==> src/sv/dmvs_pkg.sv <==
// Shared types and constants for the measuring value scaler.
// No dependencies.
`default_nettype none
package dmvs_pkg;

    localparam int NW   = 32;
    localparam int NUMW = 29;
    localparam int DENW = 18;
    localparam int OUTW = 36;

    localparam logic [7:0] FT_01 = 8'd1;
    localparam logic [7:0] FT_02 = 8'd2;
    localparam logic [7:0] FT_03 = 8'd3;
    localparam logic [7:0] FT_04 = 8'd4;
    localparam logic [7:0] FT_05 = 8'd5;
    localparam logic [7:0] FT_06 = 8'd6;
    localparam logic [7:0] FT_07 = 8'd7;
    localparam logic [7:0] FT_08 = 8'd8;
    localparam logic [7:0] FT_09 = 8'd9;
    localparam logic [7:0] FT_11 = 8'd11;
    localparam logic [7:0] FT_12 = 8'd12;
    localparam logic [7:0] FT_13 = 8'd13;
    localparam logic [7:0] FT_14 = 8'd14;
    localparam logic [7:0] FT_15 = 8'd15;
    localparam logic [7:0] FT_18 = 8'd18;
    localparam logic [7:0] FT_19 = 8'd19;
    localparam logic [7:0] FT_20 = 8'd20;
    localparam logic [7:0] FT_21 = 8'd21;
    localparam logic [7:0] FT_22 = 8'd22;
    localparam logic [7:0] FT_23 = 8'd23;
    localparam logic [7:0] FT_24 = 8'd24;
    localparam logic [7:0] FT_25 = 8'd25;
    localparam logic [7:0] FT_26 = 8'd26;
    localparam logic [7:0] FT_27 = 8'd27;
    localparam logic [7:0] FT_28 = 8'd28;
    localparam logic [7:0] FT_30 = 8'd30;
    localparam logic [7:0] FT_31 = 8'd31;
    localparam logic [7:0] FT_33 = 8'd33;
    localparam logic [7:0] FT_34 = 8'd34;
    localparam logic [7:0] FT_35 = 8'd35;
    localparam logic [7:0] FT_38 = 8'd38;
    localparam logic [7:0] FT_39 = 8'd39;
    localparam logic [7:0] FT_43 = 8'd43;
    localparam logic [7:0] FT_45 = 8'd45;
    localparam logic [7:0] FT_46 = 8'd46;
    localparam logic [7:0] FT_47 = 8'd47;
    localparam logic [7:0] FT_48 = 8'd48;
    localparam logic [7:0] FT_49 = 8'd49;
    localparam logic [7:0] FT_50 = 8'd50;
    localparam logic [7:0] FT_51 = 8'd51;
    localparam logic [7:0] FT_52 = 8'd52;
    localparam logic [7:0] FT_53 = 8'd53;
    localparam logic [7:0] FT_54 = 8'd54;
    localparam logic [7:0] FT_55 = 8'd55;
    localparam logic [7:0] FT_56 = 8'd56;
    localparam logic [7:0] FT_59 = 8'd59;
    localparam logic [7:0] FT_60 = 8'd60;
    localparam logic [7:0] FT_61 = 8'd61;
    localparam logic [7:0] FT_62 = 8'd62;
    localparam logic [7:0] FT_64 = 8'd64;
    localparam logic [7:0] FT_65 = 8'd65;
    localparam logic [7:0] FT_66 = 8'd66;
    localparam logic [7:0] FT_67 = 8'd67;
    localparam logic [7:0] FT_68 = 8'd68;
    localparam logic [7:0] FT_69 = 8'd69;
    localparam logic [7:0] FT_70 = 8'd70;

    typedef struct packed {
        logic [7:0] formula_type;
        logic [7:0] value_a;
        logic [7:0] value_b;
    } t_in;

    typedef struct packed {
        logic signed [OUTW-1:0] scaled_value;
        logic                   type_known;
    } t_out;

    typedef struct packed {
        logic signed [NUMW-1:0] num;
        logic [DENW-1:0]        den;
        logic                   known;
        logic                   trunc;
    } t_item;

endpackage
`default_nettype wire

==> src/sv/dmvs_fifo.sv <==
// Four-entry queue between the decode front end and the divider back end.
// Depends on dmvs_pkg.
`default_nettype none
module dmvs_fifo (
    input  var logic            i_clk,
    input  var logic            i_rst_n,
    input  var logic            i_wr,
    input  var dmvs_pkg::t_item i_data,
    input  var logic            i_rd,
    output var dmvs_pkg::t_item o_data,
    output var logic            o_full,
    output var logic            o_empty
);
    import dmvs_pkg::*;

    t_item      r_mem [4];
    logic [1:0] r_wp, r_rp;
    logic [2:0] r_cnt;
    logic       wr, rd;

    assign o_full  = (r_cnt == 3'd4);
    assign o_empty = (r_cnt == 3'd0);
    assign wr      = i_wr && !o_full;
    assign rd      = i_rd && !o_empty;
    assign o_data  = r_mem[r_rp];

    always_ff @(posedge i_clk) begin
        if (wr) begin
            r_mem[r_wp] <= i_data;
        end
    end

    always_ff @(posedge i_clk) begin
        if (!i_rst_n) begin
            r_wp  <= '0;
            r_rp  <= '0;
            r_cnt <= '0;
        end else begin
            if (wr) begin
                r_wp <= r_wp + 2'd1;
            end
            if (rd) begin
                r_rp <= r_rp + 2'd1;
            end
            r_cnt <= r_cnt + {2'b0, wr} - {2'b0, rd};
        end
    end

endmodule
`default_nettype wire

==> config.mk <==
export PLATFORM = sky130hd
export DESIGN_NAME = dmvs_fifo
export DESIGN_NICKNAME = d
export VERILOG_FILES = /design/src/sv/dmvs_pkg.sv /design/src/sv/dmvs_fifo.sv
export SDC_FILE = /design/constraint.sdc
export NUM_CORES = 1
export LEC_CHECK = 0
export ABC_AREA = 0
export BUFFER_PORTS_ARGS = -buffer_cell sky130_fd_sc_hd__clkbuf_2
export CAP_MARGIN = 20
export CORE_UTILIZATION = 45
export CTS_CLUSTER_SIZE = 25
export DETAILED_ROUTE_END_ITERATION = 7
export PLACE_DENSITY = 0.66
export SLEW_MARGIN = 20
export SYNTH_ARGS = -nofsm -noshare
export SYNTH_HDL_FRONTEND = slang
export SYNTH_SLANG_ARGS = --single-unit
==> constraint.sdc <==
create_clock -name i_clk -period 4.82 [get_ports i_clk]
set_clock_uncertainty 0.1 [all_clocks]
set_input_delay 0.723 -clock i_clk [delete_from_list [all_inputs] [get_ports i_clk]]
set_output_delay 0.723 -clock i_clk [all_outputs]
set_load 0.05 [all_outputs]
After elaboration in Yosys (flattened, before gate mapping)

Memory sizes are Yosys's and may differ from the RTL's. A register that Yosys moved wholly into a read port is not among the register bits.
Index checks and enable logic that the tools add are counted.

Bits in registers: 7
Bits in writable memories: 196
Bits of input ports: 53
Output and inout port bits: 51
Word-level logic and storage cells: 18
Memories: 1

Add/subtract/negate cells: 4
Equality and inequality tests: 1
Muxes and demuxes: 4
Reductions and logical operators: 5

Memory list:

| memory | words | width | read ports | clocked after Yosys merged registers in | wr ports | RTL line        | text |
|---|---|---|---|---|---|---|---|
| r_mem  | 4     | 49    | 1          | 1                                       | 1        | dmvs_fifo.sv:16 | `t_item r_mem [4];` |

Operators with widths:

| kind                  | number |
|---|---|
| $add A2 B1 Y2 const B | 2 |
| $mux W2               | 2 |
| $add A3 B1 Y3         | 1 |
| $eq A3 B3 Y1 const B  | 1 |
| $logic_not A3 Y1      | 1 |
| $sub A3 B1 Y3         | 1 |
| $logic_and A1 B1 Y1   | 2 |
| $logic_not A1 Y1      | 2 |
| $mux W1               | 2 |

Depth between registers and ports, before layout

Word-level depth: 5
Mapped depth: 11

Least setup slack after synthesis

No wires, ideal clock.

Path type: register -> register
From: register r_cnt[1]
To: register r_cnt[2]
Data arrival time: 3.076 ns
Required time: 4.605 ns
Setup slack: 1.529 ns
Stages on the path, launching flop included: 10
Buffers on the path: 0
Clock period less this slack: 3.291 ns
Cell sequence: dfxtp_1 -> nor3_1 -> and2b_1 -> ha_1 -> inv_1 -> ha_1 -> fa_1 -> xnor2_1 -> xnor2_1 -> and2_1

RTL lines:

| item                   | RTL line        | text |
|---|---|---|
| from (decl)            | dmvs_fifo.sv:18 | `logic [2:0] r_cnt;` |
| from (signal assigned) | dmvs_fifo.sv:45 | `r_cnt <= r_cnt + {2'b0, wr} - {2'b0, rd};` |
| $logic_not A3 Y1       | dmvs_fifo.sv:22 | `assign o_empty = (r_cnt == 3'd0);` |
| net o_empty            | dmvs_fifo.sv:12 | `output var logic o_empty` |
| $logic_not A1 Y1       | dmvs_fifo.sv:24 | `assign rd = i_rd && !o_empty;` |
| $logic_and A1 B1 Y1    | dmvs_fifo.sv:24 |  |
| net rd                 | dmvs_fifo.sv:19 | `logic wr, rd;` |
| $sub A3 B1 Y3          | dmvs_fifo.sv:45 |  |

The timed path passes the listed nets, and every way through them passes these cells.
A chain may end at the register's enable or synchronous reset.

==> metrics.md <==
| Metric | Value |
|---|---|
| Status | completed |
| Slowest CP cell | dfxtp_2 |
| Maximum fanout along the worst path | 28 |
| Synthesized flop and latch total | 205 |
| Initial DRC count | 232 |
| CTS buffer count | 20 |
| FP Rows | 47 |
| Clk sinks | 205 |
| # nets final | 485 |
| Share of the synthesized area in the top cell type | 0.7778 |
| Routability Congestion | between 0.6 and 0.7 |
| Largest net degree at the start of global routing | 50 |
| Sequential area share after synthesis | 0.8016 |
| Final Hold Viols | 0 |
| CTS Buffer Depth | 3 |
| CP peak stage delay | 0.82 ns |
| Synth Cell Area | roughly 7600 µm² |
| Total power | 5.494 mW |
| Max_slew headroom | 0.4256 |
| I/O Pins | 104 |
| CP Cell Sequence | buf_4 -> mux4_1 -> clkbuf_2 |
| Avg WL per Cell | around 20 µm |
| Min setup slack post-route | ~1.6 ns |
| H-tree Lvls | 1 |
| Post-CTS Resized | 0 |
| Initial core utilization | 0.4579 |
| Worst-margin pin slew | 0.8617 ns |
| Most frequent cells in the layout | 196 x edfxtp_1, 103 x clkbuf_2, 47 x mux4_2 |
| Area post-placement | between 8000 and 9000 µm² |
| Detail Route Antenna Nets | 0 |
| Routed wire length | 13160 µm |
| CP arrival | about 2.4 ns |
| Share of cells above drive strength 1 | 0.4487 |
| Chip Height | 131.7 µm |
| Syn Area/Cell | 24.65 µm² |
| Required time of the critical path | 4.00 ns |
| Drc violations | 0 |
| Dpl hpwl | between 7000 and 8000 µm |
| Fin util | 0.5509 |
| First-pass GRT wire length | 20600 µm |
| Initial antenna violation count | 0 |
| Layout fillers | 1258 |
| Startpoint Class | flop |
| Port Buf Inserts | slightly above 100 |
| Worst hold margin | 0.3499 ns |
| Syn Nets | 367 |
| Area grow syn2layout | 20.30% |
| Drt via density | 5.143 |
| Area of the multi-input gates | 1381 µm² |
| MaxCap Viol Count | 0 |
| FF+latch area | 6071 µm² |
| Hold Path Class | input port to flop |
| Top cell type by total area after synthesis | edfxtp_1 |
| Setup_tns | 0 ns |
| Worst setup path class | flop to output pin |
| Worst-Skew Late Latency | 0.49 ns |
| Total GRT Usage | 0.1572 |
| Most common library cell in the layout ignoring fill and taps | edfxtp_1 |
| Hold buffers post-CTS | 0 |
| Final Slew Violations | 0 |
| RSZ-0062 raised after global routing | false |
| Via count | 3389 |
| Final setup violation count | 0 |
| Worst vdd ir | 0.3005 mV |
| Vias in the first global route | 3665 |
| 1st-pass router iterations | 6 |
| Post-Place Cells | 622 |
| CORE AREA | around 17000 µm² |
| Die area | about 17000 µm² |
| YS warnings | 0 |
| Post-route cell area | 9104 µm² |
| CP endpoint kind | output pin |
| Leakage power | slightly above 3 nW |
| Clock root buffer | clkbuf_16 |
| Antenna Cells | 0 |
| Layout Cells excl Fill | 659 |
| Total grt overflow | 0 |
| Cell variety after synth | 25 |
| PwrDens | 603.5 nW/µm² |
| Fmax | 0.3073 GHz |
| Area contributors post-synth | edfxtp_1 78%, mux4_2 14%, dfxtp_1 2.4% |
| Clk pin slew, worst setup/hold paths | 0.06 ns |
| CTS tree | built |
| Post-Syn Instances | around 310 |
| Post-CTS setup buffers | 0 |
| Crit share post-route | 0.6751 |
| Pre-CTS setup slack | 1.815 ns |
| Final Critical Period | around 3.3 ns |
| Die W | 131.7 µm |
-- state kept, by name, summed over array words and instances, names as in the netlist, named ones only --
name / count
r_rp: 2
r_wp: 2
r_cnt: 3
r_mem: 196
-- Yosys cell counts --
library cell  instances
xnor2_1               2
buf_6                 1
mux2i_1               2
nor2b_1               1
or3_1                 1
ha_1                  6
nor3_1                1
edfxtp_1            196
mux4_1                2
mux4_2               47
nand2_1               6
a21boi_0              1
or4bb_1               1
nor3b_1               1
buf_4                 3
clkbuf_1              2
buf_12                2
and2b_1               1
buf_2                 2
inv_1                 6
o21ai_0               3
buf_1                 3
dfxtp_1               9
fa_1                  1
and2_1                7
-- layer usage --
metal,vias to the layer above,share of wire,GRT usage
met5,-,0,0
met4,0,0.018,0.04199
met3,19,0.045,0.03241
met2,95,0.49,0.2575
met1,1753,0.45,0.2155
li1,1522,-,-
-- worst max-delay path: cells and delay by family, from the launching register on --
family	cells	cell delay [ns]
buffers and inverters	2	0.73
multiplexers	1	0.39
flip-flops	1	0.82
-- worst paths after layout --
check / start / to / slack [ns] / cells after the start
min: i_data[28] / r_mem[1][28] / 0.35 / 1
max reg2reg: r_cnt[2] / r_mem[0][8] / 2.19 / 4
max: flop / o_data[1] / 1.57 / 3
min reg2reg: r_rp[1] / flop / 0.41 / 2
-- power by group --
| part | internal [mW] | leakage [nW] | total, mW | switching [mW] |
|---|---|---|---|---|
| clock | 1.16 | 0.378 | 1.78 | 0.624 |
| combinational | 0.447 | 0.868 | 1.44 | 0.995 |
| sequential | 2.16 | 1.87 | 2.27 | 0.104 |
| total | 3.77 | 3.12 | 5.49 | 1.72 |
-- layout make-up --
cell class              instances  share of cell area
clock buffers                  25             0.06267
clock inverters                11             0.02309
inverters                       6            0.002474
multi-input cells              83              0.1517
flip-flops and latches        205              0.6668
well taps                     220             0.03024
repair buffers                109             0.06295
-- cell families after synthesis --
family          count (synthesis)  share of synthesized area
compound gates                  4                   0.002976
xor+xnor                        2                   0.002315
fa+ha+maj                       7                    0.01257
buf+inv                        19                    0.01653
flops                         205                     0.8016
mux                            51                     0.1495
simple gates                   19                    0.01455
Note: power is estimated with default switching activity, not from simulation.
