## src/sv/dmvs_pkg.sv

```systemverilog
// Shared types and constants for the measuring value scaler.
// No dependencies.
`default_nettype none
package dmvs_pkg;

    localparam int NW   = 32;
    localparam int NUMW = 29;
    localparam int DENW = 18;
    localparam int OUTW = 36;

    localparam logic [7:0] FT_01 = 8'd1;
    localparam logic [7:0] FT_02 = 8'd2;
    localparam logic [7:0] FT_03 = 8'd3;
    localparam logic [7:0] FT_04 = 8'd4;
    localparam logic [7:0] FT_05 = 8'd5;
    localparam logic [7:0] FT_06 = 8'd6;
    localparam logic [7:0] FT_07 = 8'd7;
    localparam logic [7:0] FT_08 = 8'd8;
    localparam logic [7:0] FT_09 = 8'd9;
    localparam logic [7:0] FT_11 = 8'd11;
    localparam logic [7:0] FT_12 = 8'd12;
    localparam logic [7:0] FT_13 = 8'd13;
    localparam logic [7:0] FT_14 = 8'd14;
    localparam logic [7:0] FT_15 = 8'd15;
    localparam logic [7:0] FT_18 = 8'd18;
    localparam logic [7:0] FT_19 = 8'd19;
    localparam logic [7:0] FT_20 = 8'd20;
    localparam logic [7:0] FT_21 = 8'd21;
    localparam logic [7:0] FT_22 = 8'd22;
    localparam logic [7:0] FT_23 = 8'd23;
    localparam logic [7:0] FT_24 = 8'd24;
    localparam logic [7:0] FT_25 = 8'd25;
    localparam logic [7:0] FT_26 = 8'd26;
    localparam logic [7:0] FT_27 = 8'd27;
    localparam logic [7:0] FT_28 = 8'd28;
    localparam logic [7:0] FT_30 = 8'd30;
    localparam logic [7:0] FT_31 = 8'd31;
    localparam logic [7:0] FT_33 = 8'd33;
    localparam logic [7:0] FT_34 = 8'd34;
    localparam logic [7:0] FT_35 = 8'd35;
    localparam logic [7:0] FT_38 = 8'd38;
    localparam logic [7:0] FT_39 = 8'd39;
    localparam logic [7:0] FT_43 = 8'd43;
    localparam logic [7:0] FT_45 = 8'd45;
    localparam logic [7:0] FT_46 = 8'd46;
    localparam logic [7:0] FT_47 = 8'd47;
    localparam logic [7:0] FT_48 = 8'd48;
    localparam logic [7:0] FT_49 = 8'd49;
    localparam logic [7:0] FT_50 = 8'd50;
    localparam logic [7:0] FT_51 = 8'd51;
    localparam logic [7:0] FT_52 = 8'd52;
    localparam logic [7:0] FT_53 = 8'd53;
    localparam logic [7:0] FT_54 = 8'd54;
    localparam logic [7:0] FT_55 = 8'd55;
    localparam logic [7:0] FT_56 = 8'd56;
    localparam logic [7:0] FT_59 = 8'd59;
    localparam logic [7:0] FT_60 = 8'd60;
    localparam logic [7:0] FT_61 = 8'd61;
    localparam logic [7:0] FT_62 = 8'd62;
    localparam logic [7:0] FT_64 = 8'd64;
    localparam logic [7:0] FT_65 = 8'd65;
    localparam logic [7:0] FT_66 = 8'd66;
    localparam logic [7:0] FT_67 = 8'd67;
    localparam logic [7:0] FT_68 = 8'd68;
    localparam logic [7:0] FT_69 = 8'd69;
    localparam logic [7:0] FT_70 = 8'd70;

    typedef struct packed {
        logic [7:0] formula_type;
        logic [7:0] value_a;
        logic [7:0] value_b;
    } t_in;

    typedef struct packed {
        logic signed [OUTW-1:0] scaled_value;
        logic                   type_known;
    } t_out;

    typedef struct packed {
        logic signed [NUMW-1:0] num;
        logic [DENW-1:0]        den;
        logic                   known;
        logic                   trunc;
    } t_item;

endpackage
`default_nettype wire

```

## src/sv/dmvs_front.sv

```systemverilog
// Front end: decodes the formula type into a numerator/denominator pair.
// Depends on dmvs_pkg.
`default_nettype none
module dmvs_front (
    input  var dmvs_pkg::t_in   i_item,
    output var dmvs_pkg::t_item o_item
);
    import dmvs_pkg::*;

    logic signed [NW-1:0] a, b, ab, w, num;
    logic [DENW-1:0]      den;
    logic                 known, trunc;

    always_comb begin
        a     = signed'(NW'(i_item.value_a));
        b     = signed'(NW'(i_item.value_b));
        ab    = a * b;
        w     = 256 * a + b;
        num   = '0;
        den   = DENW'(1);
        known = 1'b1;
        trunc = 1'b0;
        unique case (i_item.formula_type)
            FT_01: begin num = ab; den = DENW'(5); end
            FT_02, FT_03: begin num = ab; den = DENW'(500); end
            FT_04: begin
                num = ((b >= 127) ? b - 127 : 127 - b) * a;
                den = DENW'(100);
            end
            FT_05: begin num = a * (b - 100); den = DENW'(10); end
            FT_06, FT_12, FT_21, FT_22, FT_24, FT_45: begin
                num = ab; den = DENW'(1000);
            end
            FT_07, FT_15, FT_19, FT_35: begin num = ab; den = DENW'(100); end
            FT_08: begin num = ab; den = DENW'(10); end
            FT_09: begin num = (b - 127) * a; den = DENW'(50); end
            FT_11: begin num = a * (b - 128) + 10000; den = DENW'(10000); end
            FT_13: begin num = (b - 127) * a; den = DENW'(1000); end
            FT_14, FT_55: begin num = ab; den = DENW'(200); end
            FT_18: begin num = ab; den = DENW'(25); end
            FT_20: begin num = a * (b - 128); den = DENW'(128); end
            FT_23, FT_39: begin num = ab; den = DENW'(256); end
            FT_25: begin num = 1000 * a + 258622 * b; den = DENW'(182000); end
            FT_26, FT_28: num = b - a;
            FT_27: begin
                num = ((b >= 128) ? b - 128 : 128 - b) * a;
                den = DENW'(100);
            end
            FT_30: begin num = ab; den = DENW'(12); end
            FT_31: begin num = ab; den = DENW'(2560); end
            FT_33: begin
                num   = 100 * b;
                den   = (i_item.value_a == 8'd0) ? DENW'(1) : DENW'(i_item.value_a);
                trunc = 1'b1;
            end
            FT_34: begin num = (b - 128) * a; den = DENW'(100); end
            FT_38: begin num = (b - 128) * a; den = DENW'(1000); end
            FT_43: begin num = b + 255 * a; den = DENW'(10); end
            FT_46: begin num = (ab - 3200) * 27; den = DENW'(10000); end
            FT_47: num = (b - 128) * a;
            FT_49: begin num = ab; den = DENW'(40); end
            FT_50: begin
                num = (b - 128) * 100;
                den = (i_item.value_a == 8'd0) ? DENW'(1) : DENW'(i_item.value_a);
            end
            FT_51: begin num = (b - 128) * a; den = DENW'(255); end
            FT_52: begin num = ab - 50 * a; den = DENW'(50); end
            FT_53: begin num = (b - 128) * 14222 + 60 * a; den = DENW'(10000); end
            FT_48, FT_54, FT_56: num = w;
            FT_59: begin num = w; den = DENW'(32768); end
            FT_60: begin num = w; den = DENW'(100); end
            FT_61: begin
                num = b - 128;
                den = (i_item.value_a == 8'd0) ? DENW'(1) : DENW'(i_item.value_a);
            end
            FT_62: begin num = 256 * ab; den = DENW'(1000); end
            FT_64: num = a + b;
            FT_65: begin num = a * (b - 127); den = DENW'(100); end
            FT_66: begin num = ab * 100; den = DENW'(51112); end
            FT_67: begin num = 1280 * a + 5 * b; den = DENW'(2); end
            FT_68: begin num = w * 1000; den = DENW'(7365); end
            FT_69: begin num = w * 3254; den = DENW'(10000); end
            FT_70: begin num = w * 192; den = DENW'(1000); end
            default: known = 1'b0;
        endcase
        o_item.num   = num[NUMW-1:0];
        o_item.den   = den;
        o_item.known = known;
        o_item.trunc = trunc;
    end

endmodule
`default_nettype wire

```

## config.mk

```make
export PLATFORM = sky130hd
export DESIGN_NAME = dmvs_front
export DESIGN_NICKNAME = d
export VERILOG_FILES = /design/src/sv/dmvs_pkg.sv /design/src/sv/dmvs_front.sv
export SDC_FILE = /design/constraint.sdc
export NUM_CORES = 2
export LEC_CHECK = 0
export ABC_AREA = 1
export BUFFER_PORTS_ARGS = -buffer_cell sky130_fd_sc_hd__buf_4
export CORE_MARGIN = 4
export CORE_UTILIZATION = 60
export DETAILED_ROUTE_END_ITERATION = 10
export PLACE_DENSITY_LB_ADDON = 0.05
export SLEW_MARGIN = 20
export SYNTH_ARGS = -nofsm -noshare
export SYNTH_HDL_FRONTEND = slang
export SYNTH_SLANG_ARGS = --single-unit
export TNS_END_PERCENT = 1
```

## constraint.sdc

```tcl
create_clock -name vclk -period 9.09
set_input_delay 0 -clock vclk [all_inputs]
set_output_delay 0 -clock vclk [all_outputs]
set_load 0.05 [all_outputs]
```

# [Word-level counts from Yosys, hierarchy flattened]
# Index checks and enable logic that the tools add are counted.
[totals] mem_bits_rw=0 out_inout_bits=49 romBits=0 mem_count=0 ff_bits=0 wordCells=117 inputBits=24 latch_bits=0
[op_classes] mux=7 n_shift=0 eq_ne=56 bitwise_logic=0 n_reduce_logical=16 n_addsub=15 n_mul=21 n_div=0 magnitude_cmp=2
[op_table] op="29-bit case mux with 24 select lines" count=1
[op_table] op="18-bit case mux with 21 select lines" count=1
[op_table] op="8-bit by 6-bit == test with 1-bit output, second input constant" count=22
[op_table] op="8-bit by 5-bit == test with 1-bit output, second input constant" count=13
[op_table] op="32-bit by 9-bit multiplier with 29-bit output" count=2
[op_table] op="32-bit two-way mux" count=2
[op_table] op="8-bit by 4-bit == test with 1-bit output, second input constant" count=7
[op_table] op="8-bit by 7-bit == test with 1-bit output, second input constant" count=7
[op_table] op="56-bit OR reduction" count=1
[op_table] op="9-bit by 9-bit multiplier with 18-bit output" count=3
[op_table] op="8-bit by 3-bit == test with 1-bit output, second input constant" count=4
[op_table] op="29-bit by 15-bit adder with 29-bit output, second input constant" count=1
[op_table] op="17-bit by 11-bit multiplier with 28-bit output, second input constant" count=1
[op_table] op="18-bit by 26-bit adder with 27-bit output" count=1
[op_table] op="5-bit by 8-bit multiplier with 13-bit output, first input constant" count=2
[op_table] op="24-bit by 15-bit adder with 25-bit output" count=1
[op_table] op="17-bit by 8-bit multiplier with 25-bit output, first input constant" count=1
[op_table] op="17-bit by 7-bit multiplier with 24-bit output, second input constant" count=1
[op_table] op="17-bit by 6-bit multiplier with 23-bit output, second input constant" count=1
[op_table] op="9-bit by 14-bit multiplier with 23-bit output, second input constant" count=1
[op_table] op="3-bit by 8-bit multiplier with 11-bit output, first input constant" count=2
[op_table] op="22-bit OR reduction" count=1
[op_table] op="16-bit by 5-bit multiplier with 21-bit output, second input constant" count=1
[op_table] op="19-bit by 11-bit adder with 20-bit output" count=1
[op_table] op="other kinds (29)" count=39

# [Logic depth before layout (Yosys ltp)]
[logic_depth] ltp_word=4 depth_mapped=48 depth_no_buf=47

# [Worst setup path before layout]
# No wires, ideal clock.
[synth_timing] kind="input to output" start="input i_item[10] in the netlist's numbering" end="output o_item[44] in the netlist's numbering" required_time_ns=9.090 stages=43 arrival_time_ns=8.297 setup_slack_ns=0.793 n_path_buf=2 path_cell_list="clkbuf_1 -> buf_1 -> nand2_1 -> fa_1 -> inv_1 -> fa_1 -> fa_1 -> inv_1 -> fa_1 -> inv_1 -> ha_1 -> nand2_2 -> inv_1 -> nand2_1 -> nand2_1 -> xor2_1 -> inv_1 -> ha_1 -> (+7 left out) -> xor2_1 -> ha_1 -> fa_1 -> inv_1 -> fa_1 -> inv_1 -> ha_1 -> nand2_1 -> nor2_1 -> nand2_1 -> o311ai_0 -> nand3_2 -> nand2_1 -> nand3_1 -> nand3_2 -> nand2_2 -> nor2_2 -> nand3_1"
[synth_rtl] element="start, declared" line_no="dmvs_front.sv:5" source="input var dmvs_pkg::t_in i_item,"
[synth_rtl] element="end, declared" line_no="dmvs_front.sv:6" source="output var dmvs_pkg::t_item o_item"

==> metrics.cfg <==
[layout]
clkbuf_count=0
mostFrequentLayoutCells=1338 x inv_1, 1040 x nand2_1, 777 x ha_1, 591 x fa_1, 490 x nor2_1
drive_above_1_share_pct=5.50
seq_cell_count=0
syn2layout_area_growth_pct=5.48
nets=7489
layout_commonest_cell=inv_1
seq_area_um2=0

[routing]
via_per_inst=6.20
drc=0
antenna_left=0
dr.pass1.iters=7
vias=43700
detail_route.wl_per_cell_um=26.2
drt_iter0_markers=5690
wl_um=184000

[die]
core_area_um2=70100
die-area_um2=75200
start_util_pct=60.6
std_cell_rows=97
ios=73
die_h_um=274
floorplan.die.width_um=274

[clock_network]
cts_setup_buffers=0

[timing]
rsz0062_at_grt=yes
finalSetupViolCount=0
fin_setup_tns_ps=0
drv_slew=0
fin_crit_ps=8730
worst_pin_slew_ps=1140
max-slew-margin-rel_pct=24.0
max_freq_mhz=114
hold_viol=0
min_period_over_period_pct=96.1
final.setup.worst_slack_ps=355

[placed_design]
port_buffers=72
place_congestion=1.13
dp_slack_ps=245
dp_hpwl_um=158000

[setup_path]
worstSetupEndpointType=output port
crit_slowest_cell=xor2_1
critical_path_required_ps=9090
crit_path_end=o_item[39]
startpoint=i_item[9]
crit_type=input port to output port
slowest_delay_ps=690
crit_path_max_fanout=30
start_kind=input port
crit_arrival_ps=8730

[logic_synthesis]
synth.distinct_cells=72
synth_area_um2=42500
synthCells=5972
syn_avg_cell_area_um2=7.12
yosys_warnings=0
yosysSeqAreaShare_pct=0

[global_routing]
grt_first_pass_wirelength_um=269000
antenna_found_initial=10
grt_usage_pct=48.4
first_global_vias=42700
grt_max_degree=31
gr-total-overflow=0

[status]
status=finished, final reports clean

[min_path]
min_path_type=input port to output port

[job]
cap_violations=0

[final cells by class]
cell class                 count  area (um^2)
timing repair buffer         188         1410
antenna                        9         22.5
multi-input combinational   4547        37100
fill                        6386        25300
tap                          940         1180
inverter                    1359         5110
[synthesized netlist by cell type (5+ instances only)]
cell       count  area [um^2]
nand2_2       18          113
o21ai_0      291         1460
nand3_2        8         80.1
o2111ai_1     24          210
xnor2_1       45          394
o31ai_1       10         75.1
clkbuf_1      52          195
nand3b_1      21          158
nor3_1        59          295
nor2_4         6         67.6
buf_2         13         65.1
a21o_1        27          203
inv_1       1338         5020
xor2_1        84          736
nand2_1     1040         3900
o21bai_1      25          188
o21ai_1        9         45.0
nor2_1       491         1840
a21oi_1      394         1970
o21a_1        13         97.6
nor2_2         7         43.8
nand4_1       79          494
buf_1          7         26.3
nor4_1        14         87.6
nand3_1      306         1530
o211ai_1      20          150
a31oi_1       22          138
a221oi_1       9         78.8
clkinv_1       8         30.0
fa_1         591        11800
inv_2         10         37.5
ha_1         778         9730
o221ai_1       5         43.8
a211oi_1       9         67.6
o22ai_1        9         56.3
or2_2         63          394
[what timing repair did]
item	in CTS	in global routing
hold buffers	0	0
endpoints found under the setup margin	0	12
resized for setup	0	16
[critical path: cells and delay by family]
family | cells | cell delay (ps)
adder cells (fa/ha/maj) | 6 | 2510
AO/OA/AOI/OAI | 10 | 2190
buffers and inverters | 7 | 1740
AND/OR/NAND/NOR | 7 | 1550
XOR/XNOR | 1 | 690
[stage by stage]
step / hold WS (ps) / std cells / cell area [um^2] / utilization [%]
after floorplan: 373 / 5988 / 42600 / -
after global placement: 606 / 7034 / 44800 / 63.8
after detailed placement: 597 / 7034 / 44800 / 63.8
after CTS: 597 / 7034 / 44800 / 63.8
after global routing: 607 / 7034 / 44800 / 63.9
final: 625 / 7043 / 44900 / 63.9
[worst min-delay path by stage]
stage                  to  cells after the start  slack, ps       start
3_3_place_gp    o_item[8]                      4        610  i_item[14]
2_1_floorplan  o_item[14]                      4        370  i_item[23]
4_1_cts         o_item[8]                      4        600  i_item[14]
5_1_grt         o_item[8]                      4        610  i_item[14]
6_report        o_item[8]                      4        620  i_item[14]
3_5_place_dp    o_item[8]                      4        600  i_item[14]
[metal layers]
layer	up-vias	GRT usage [%]	wire length (um)
li1	19200	-	-
met1	20400	60.4	66900
met2	3191	67.9	71600
met3	830	19.6	28600
met4	12	33.5	17200
met5	-	0.658	138
[cell families after synthesis]
group           after synthesis  share of synthesized area [%]
fa+ha+maj                  1369                           50.7
compound gates              896                           11.8
xor+xnor                    134                           2.85
simple gates               2130                           21.6
other cells                   2                         0.0177
buf+inv                    1441                           12.9
